--- src/rtl/core/dcf_pkg.sv ---
// Package with the opcodes, state and result types shared by the channel fader.
package dcf_pkg;

  typedef enum logic [1:0] {
    OP_TICK     = 2'd0,
    OP_FADE_IN  = 2'd1,
    OP_FADE_OUT = 2'd2
  } opcode_e;

  typedef struct packed {
    logic [7:0]  cur_level;
    logic [7:0]  start_level;
    logic [7:0]  target_level;
    logic [23:0] fade_time;
    logic [31:0] last_step_ms;
    logic [31:0] now_ms;
    logic        in_active;
    logic        out_active;
  } fader_state_t;

  typedef struct packed {
    logic       falling;
    logic       rising;
    logic [7:0] level;
  } fader_result_t;

  localparam int unsigned InDataWidth  = 32;
  localparam int unsigned OutDataWidth = 16;

endpackage

--- src/rtl/core/dmx_channel_fader_unit.sv ---
// Top level of the channel fader: state registers and a two-entry output buffer.
//
// The block fades one 8-bit lighting level linearly toward a target.
// The input channel carries the opcode in tuser: a tick counts one
// millisecond and runs one fade update, a fade-in or fade-out command loads
// the target level and duration from tdata and cancels the opposite fade.
// Every accepted input item yields exactly one result item on the output
// channel with the level and the rising and falling flags after that item.
// The update is one pass of logic between the state registers and the
// output register, and the block accepts one item in every cycle while
// input tready is high. A second output register catches one more
// result while the receiver stalls; input tready drops only when both
// output registers are full and resumes as soon as the receiver takes
// an item. Reset clears the level, the fade state, the millisecond
// clock and the valid flags of both output registers.
module dmx_channel_fader_unit (
  input  logic        clk_i,
  input  logic        rst_ni,
  input  logic        s_axis_tvalid_i,
  output logic        s_axis_tready_o,
  // Fields from bit 0: level_arg[7:0], duration_ms[31:8].
  input  logic [31:0] s_axis_tdata_i,
  // Fields from bit 0: opcode[1:0].
  input  logic [1:0]  s_axis_tuser_i,
  output logic        m_axis_tvalid_o,
  input  logic        m_axis_tready_i,
  // Fields from bit 0: level[7:0], rising[8], falling[9], zeros[15:10].
  output logic [15:0] m_axis_tdata_o
);

  dcf_pkg::fader_state_t  state_q, state_d;
  dcf_pkg::fader_result_t result_d, out_q, skid_q;
  logic                   out_valid_q, skid_valid_q;
  logic                   accept, pop;

  assign s_axis_tready_o = !skid_valid_q;
  assign accept          = s_axis_tvalid_i && s_axis_tready_o;
  assign pop             = out_valid_q && m_axis_tready_i;

  dcf_update u_update (
    .state_i       (state_q),
    .opcode_i      (s_axis_tuser_i),
    .level_arg_i   (s_axis_tdata_i[7:0]),
    .duration_ms_i (s_axis_tdata_i[31:8]),
    .state_o       (state_d),
    .result_o      (result_d)
  );

  always_ff @(posedge clk_i or negedge rst_ni) begin
    if (!rst_ni) begin
      state_q <= '0;
    end else if (accept) begin
      state_q <= state_d;
    end
  end

  always_ff @(posedge clk_i or negedge rst_ni) begin
    if (!rst_ni) begin
      out_valid_q  <= 1'b0;
      skid_valid_q <= 1'b0;
    end else if (skid_valid_q) begin
      if (pop) begin
        skid_valid_q <= 1'b0;
      end
    end else if (accept) begin
      if (!out_valid_q || pop) begin
        out_valid_q <= 1'b1;
      end else begin
        skid_valid_q <= 1'b1;
      end
    end else if (pop) begin
      out_valid_q <= 1'b0;
    end
  end

  always_ff @(posedge clk_i) begin
    if (skid_valid_q) begin
      if (pop) begin
        out_q <= skid_q;
      end
    end else if (accept) begin
      if (!out_valid_q || pop) begin
        out_q <= result_d;
      end else begin
        skid_q <= result_d;
      end
    end
  end

  assign m_axis_tvalid_o = out_valid_q;
  assign m_axis_tdata_o  = {6'd0, out_q};

endmodule

--- src/rtl/core/dcf_update.sv ---
// Next-state logic of the fader: applies one command or one millisecond tick.
module dcf_update (
  input  dcf_pkg::fader_state_t  state_i,
  input  logic [1:0]             opcode_i,
  input  logic [7:0]             level_arg_i,
  input  logic [23:0]            duration_ms_i,
  output dcf_pkg::fader_state_t  state_o,
  output dcf_pkg::fader_result_t result_o
);

  logic [31:0] now_inc;
  logic [31:0] elapsed;
  logic [7:0]  span;
  logic [39:0] product;
  logic        step_due;

  assign now_inc = state_i.now_ms + 32'd1;
  assign elapsed = now_inc - state_i.last_step_ms;
  assign span    = (state_i.start_level > state_i.target_level) ?
                   (state_i.start_level - state_i.target_level) :
                   (state_i.target_level - state_i.start_level);
  assign product  = 40'(elapsed) * 40'(span);
  assign step_due = product > {16'd0, state_i.fade_time};

  always_comb begin
    state_o = state_i;
    case (opcode_i)
      dcf_pkg::OP_TICK: begin
        state_o.now_ms = now_inc;
        if (state_i.in_active) begin
          if (state_i.cur_level >= state_i.target_level) begin
            state_o.cur_level   = state_i.target_level;
            state_o.start_level = state_i.target_level;
            state_o.in_active   = 1'b0;
          end else if (step_due) begin
            state_o.last_step_ms = now_inc;
            state_o.cur_level    = state_i.cur_level + 8'd1;
          end
        end else if (state_i.out_active) begin
          if (state_i.cur_level <= state_i.target_level) begin
            state_o.cur_level   = state_i.target_level;
            state_o.start_level = state_i.target_level;
            state_o.out_active  = 1'b0;
          end else if (step_due) begin
            state_o.last_step_ms = now_inc;
            state_o.cur_level    = state_i.cur_level - 8'd1;
          end
        end
      end
      dcf_pkg::OP_FADE_IN, dcf_pkg::OP_FADE_OUT: begin
        state_o.target_level = level_arg_i;
        state_o.fade_time    = duration_ms_i;
        state_o.last_step_ms = 32'd0;
        state_o.in_active    = (opcode_i == dcf_pkg::OP_FADE_IN);
        state_o.out_active   = (opcode_i == dcf_pkg::OP_FADE_OUT);
      end
      default: begin
        state_o = state_i;
      end
    endcase
  end

  assign result_o.level   = state_o.cur_level;
  assign result_o.rising  = state_o.in_active;
  assign result_o.falling = state_o.out_active;

endmodule

--- config.mk ---
export PLATFORM = sky130hd
export DESIGN_NAME = dmx_channel_fader_unit
export DESIGN_NICKNAME = d
export VERILOG_FILES = /design/src/rtl/core/dcf_pkg.sv /design/src/rtl/core/dmx_channel_fader_unit.sv /design/src/rtl/core/dcf_update.sv
export SDC_FILE = /design/constraint.sdc
export NUM_CORES = 1
export LEC_CHECK = 0
export BUFFER_PORTS_ARGS = -buffer_cell sky130_fd_sc_hd__buf_4
export CAP_MARGIN = 20
export CORE_MARGIN = 4
export CORE_UTILIZATION = 50
export CTS_CLUSTER_SIZE = 14
export DETAILED_ROUTE_END_ITERATION = 6
export GPL_ROUTABILITY_DRIVEN = 0
export GPL_TIMING_DRIVEN = 0
export PLACE_DENSITY_LB_ADDON = 0.12
export SLEW_MARGIN = 20
export SYNTH_ARGS = -nofsm -noshare
export SYNTH_HDL_FRONTEND = slang
export SYNTH_HIERARCHICAL = 1
export SYNTH_SLANG_ARGS = --single-unit
export TNS_END_PERCENT = 10
--- constraint.sdc ---
create_clock -name clk_i -period 10.7 [get_ports clk_i]
set_input_delay 2.14 -clock clk_i [delete_from_list [all_inputs] [get_ports clk_i]]
set_output_delay 2.14 -clock clk_i [all_outputs]
set_load 0.02 [all_outputs]
# After elaboration in Yosys (flattened, before gate mapping)
# Cells that the tools add are included.
# W data, S select, Z words.
# word_totals
reg_bits,136
input_bits,38
out_inout_bits,18
# classes
n_addsub,6
mul,1
order_cmp,4
n_eq_ne,8
n_mux,33
n_bitwise,2
n_reduce_logical,20
# ops
op,n
$mux W32,5
$pmux W32 S2,1
$mux W8,7
$mux W16,3
$gt A40 B24 Y1,1
$mul A32 B8 Y40,1
$mux W10,4
$add A32 B1 Y32 const B,1
$sub A32 B32 Y32,1
$sub A8 B8 Y8,2
$mux W1,12
$reduce_bool A2 Y1,6
$reduce_and A5 Y1,2
$ne A3 B3 Y1 const B,3
$reduce_and A3 Y1,3
$add A8 B1 Y8 const B,1
$ge A8 B8 Y1,1
$gt A8 B8 Y1,1
$le A8 B8 Y1,1
$sub A8 B1 Y8 const B,1
$ne A2 B1 Y1 const B,3
$pmux W2 S2,1
$reduce_and A2 Y1,2
$eq A2 B1 Y1 const B,1
other kinds (7),10

# Longest topological paths before layout
# depth
depth_word,12
ltp_mapped,48
mapped_depth_nobuf,45

# Modules after synthesis
# Netlist, hierarchy kept.
# by_module_without_submodules
module,n_inst,cells_per_inst,area_each_um2,seq_area_each_um2
dcf_update,1,1825,13605.5,0.0
dmx_channel_fader_unit,1,291,5252.5,3503.4

# Least setup slack after synthesis
# No wires, ideal clock.
# synth_timing
kind,register to register
from,register state_q[2] in the netlist's numbering
to,"register out_q, in the netlist m_axis_tdata_o[5] (data pin)"
setup_ps,260
t_arrival_ps,10273
required_time_ps,10440
setup_slack_ps,167
path_stages_with_launch,44
n_path_buf,0
period_less_slack_ps,10533
cell_sequence,dfrtp_1 ha_1 nand3_1 nor2_1 and3_1 and3_1 xor2_1 ha_1 a21o_1 a21o_1 a21o_1 a211oi_1 nor2_1 a311o_1 a21oi_1 o21bai_1 a21oi_1 xor2_1 [... 8 more ...] nand2_1 or3_1 o31ai_1 xor2_1 ha_1 nand4_1 nor4_1 nand3_1 or3_1 o31ai_1 and4_1 nand4_1 nor4_2 and4b_1 o21ai_0 a31o_2 a211o_1 mux2_2
# synth_rtl
element,line,source
from (decl),dmx_channel_fader_unit.sv:31,"dcf_pkg::fader_state_t state_q, state_d;"
from (signal assigned),dmx_channel_fader_unit.sv:53,state_q <= state_d;
to (signal assigned),dmx_channel_fader_unit.sv:79,out_q <= skid_q;
to (signal assigned),dmx_channel_fader_unit.sv:83,out_q <= result_d;
to (decl),dmx_channel_fader_unit.sv:32,"dcf_pkg::fader_result_t result_d, out_q, skid_q;"

==> metrics.txt <==
run status complete, but fails checks; failing checks setup timing; final hold violation count 0; reg2reg end state_q[112]; final instance area 22,300 um2; Critical Path AT approximately 11 ns; initial antenna violation count 0; hold buffers post-CTS 0; maxcap violations 0; buffer and inverter count on the worst path 9; min-delay worst type reg -> reg; Syn Inst Count 2,116; Worst Tran Pin Value 0.975 ns; initial core utilization 51.1%; remaining global-route overflow 0; yosys warns 6; TritonCTS Sinks about 140; Most common cell on crit path fa_1; fillcell total 3,216; EDFF count, synth 20; post-route ant nets 0; WL final between 50,000 and 60,000 um; Fmax 93.0 MHz; Mapped Avg Cell Area 8.91 um2; quantity of I/O buffers inserted on ports 49; WHS Path Cells 1; Mapped Area 18,900 um2; FFs w/ async S/R, synth 85.3%; critical path's largest stage delay about 0.52 ns; I/O Pins 56; buffer depth of the longest clock path 2; nature of the critical path endpoint register; Die W 202 um; DRT Pass-1 Iters 5; worst path required time 11.09 ns; via count 15,532; Crit path max-delay family adder cells; critical path fanouts, max 8; DRC 0; post-DP HPWL 38,100 um; pin count of the biggest net entering global routing 66; post-route setup TNS -0.170 ns; Worst Skew 0.0185 ns; #FFs+latches synth around 140; Worst Hold Path EP state_q[4]; part of the Yosys area used for sequential elements 18.6%; layout cell share with drive strength beyond 1 23.2%; die height 202 um; crit path launch type register; per-cell routed wire length between 15 and 20 um; Syn-to-layout area delta 18.2%; GRT Util Overall 24.4%; Clk Latency, worst-skew pair 0.46 ns; R2R cell count 48; placed cell area 19,900 um2; Root Driver clkbuf_16; nets about 2,600; critical path type reg -> reg; critical path depth in cells between 40 and 50; H-tree Lvls 4; predominant post-synthesis flop cell dfrtp_1; vias per cell approximately 5.6; slowest library cell on the worst path fa_1; RSZ-0062 raised after global routing true; Reg clk slew, reported paths 0.06 ns; Final Worst Setup Slack -0.0476 ns; first-pass GRT wire length slightly above 80,000 um; distinct cell type count after synthesis 88; Core Area 36,900 um2; r2r setup slk -0.05 ns; fin crit share 100%; CTS Buf Count 17; TritonCTS clock tree yes; Final Max Tran Viols 0; Die Area 40,900 um2; relative slew slack about a third; final setup violation count 5; vias in the first global route 15,659; row count 70; start point of the worst hold path state_q[4]; detailed router's first-iteration violation count 961; Reg-to-Reg Start state_q[98]; fin crit period 10.75 ns
[kinds of logic after synthesis]
group,count (synthesis),share of synthesized area [%]
AO/OA/AOI/OAI,356,12.5
XOR/XNOR,128,5.94
adder cells (fa/ha/maj),326,28.9
buffers and inverters,370,8.17
flip-flops,136,18.6
multiplexers,152,9.69
other,1,0.0199
AND/OR/NAND/NOR,647,16.2
[how the worst max path moves through the flow]
stage | start | end | slack (ns)
2_1_floorplan | state_q[2] | m_axis_tdata_o[5] | 0.17
3_3_place_gp | state_q[91] | m_axis_tdata_o[7] | -2.22
3_5_place_dp | state_q[91] | state_q[110] | -2.33
4_1_cts | state_q[2] | m_axis_tdata_o[5] | 0.003
5_1_grt | state_q[98] | state_q[112] | -0.42
6_report | state_q[98] | state_q[112] | -0.05
[area by class of cell]
| cell class | instances | area [um2] | area share (%) |
|---|---|---|---|
| Multi-Input combinational cell | 1615 | 14900 | 66.7 |
| Sequential cell | 136 | 3510 | 15.7 |
| Timing Repair Buffer | 136 | 1090 | 4.91 |
| Inverter | 271 | 1020 | 4.56 |
| Tap cell | 504 | 631 | 2.83 |
| Buffer | 95 | 573 | 2.57 |
| Clock buffer | 18 | 429 | 1.93 |
| Clock inverter | 14 | 170 | 0.764 |
| Antenna cell | 1 | 2.50 | 0.0112 |
[metrics by stage]
stage	cells	setup WS [ns]	hold WS, ns	utilization (%)
after detailed placement	2675	-2.33	0.492	54.0
after global placement	2674	-2.22	0.484	53.9
after floorplan	2121	0.167	0.475	-
after CTS	2745	0.00337	0.510	57.9
after global routing	2789	-0.419	0.517	60.4
final	2790	-0.0476	0.501	60.4
[what timing repair did]
item | 4_1_cts | 5_1_grt
endpoints found under the setup margin | 56 | 56
resized for setup | 111 | 118
gates cloned | 0 | 1
pin swaps | 45 | 91
buffers inserted | 39 | 46
[cells in the mapped netlist (all sizes together) (20+ instances only)]
cell	n	area, um2
clkbuf	53	200
dfrtp	116	2900
mux2	130	1610
ha	143	1790
a21oi	90	450
or2	30	188
nand3	36	185
nor2	262	991
xor2	50	438
fa	183	3660
nand2b	44	275
nand2	144	541
a21o	33	248
inv	270	1010
and3	24	150
edfxtp	20	601
nand4	28	175
xnor2	78	683
a32o	23	230
buf	46	323
mux2i	22	220
nor2b	22	138
o21ai	97	485
[flip-flops by register name (all words and copies together), names as in the netlist]
register,flops
state_q,114
m_axis_tvalid_o,1
skid_valid_q,1
m_axis_tdata_o,10
skid_q,10
[per-layer routing]
| metal | part of all wire, % | track usage [%] |
|---|---|---|
| met3 | 5.4 | 3.69 |
| met4 | 3.5 | 9.63 |
| met2 | 46 | 39.0 |
| met1 | 45 | 33.5 |
| met5 | 0 | 0 |
[cells in the final DEF (no fill, tap or decap), types with 34 or more instances in the layout]
cell type    n
buf_4      147
nand2_1    140
mux2_4      43
a21oi_1     80
ha_1       115
nand2b_1    43
o21ai_0     85
xor2_1      34
nor2_1     257
mux2_2      87
dfrtp_1    112
inv_1      268
fa_1       174
clkbuf_1    38
xnor2_1     61
Power is left out: the tool's default activity adds up to more than one toggle a clock period on the data nets, which glitch-free logic cannot reach.
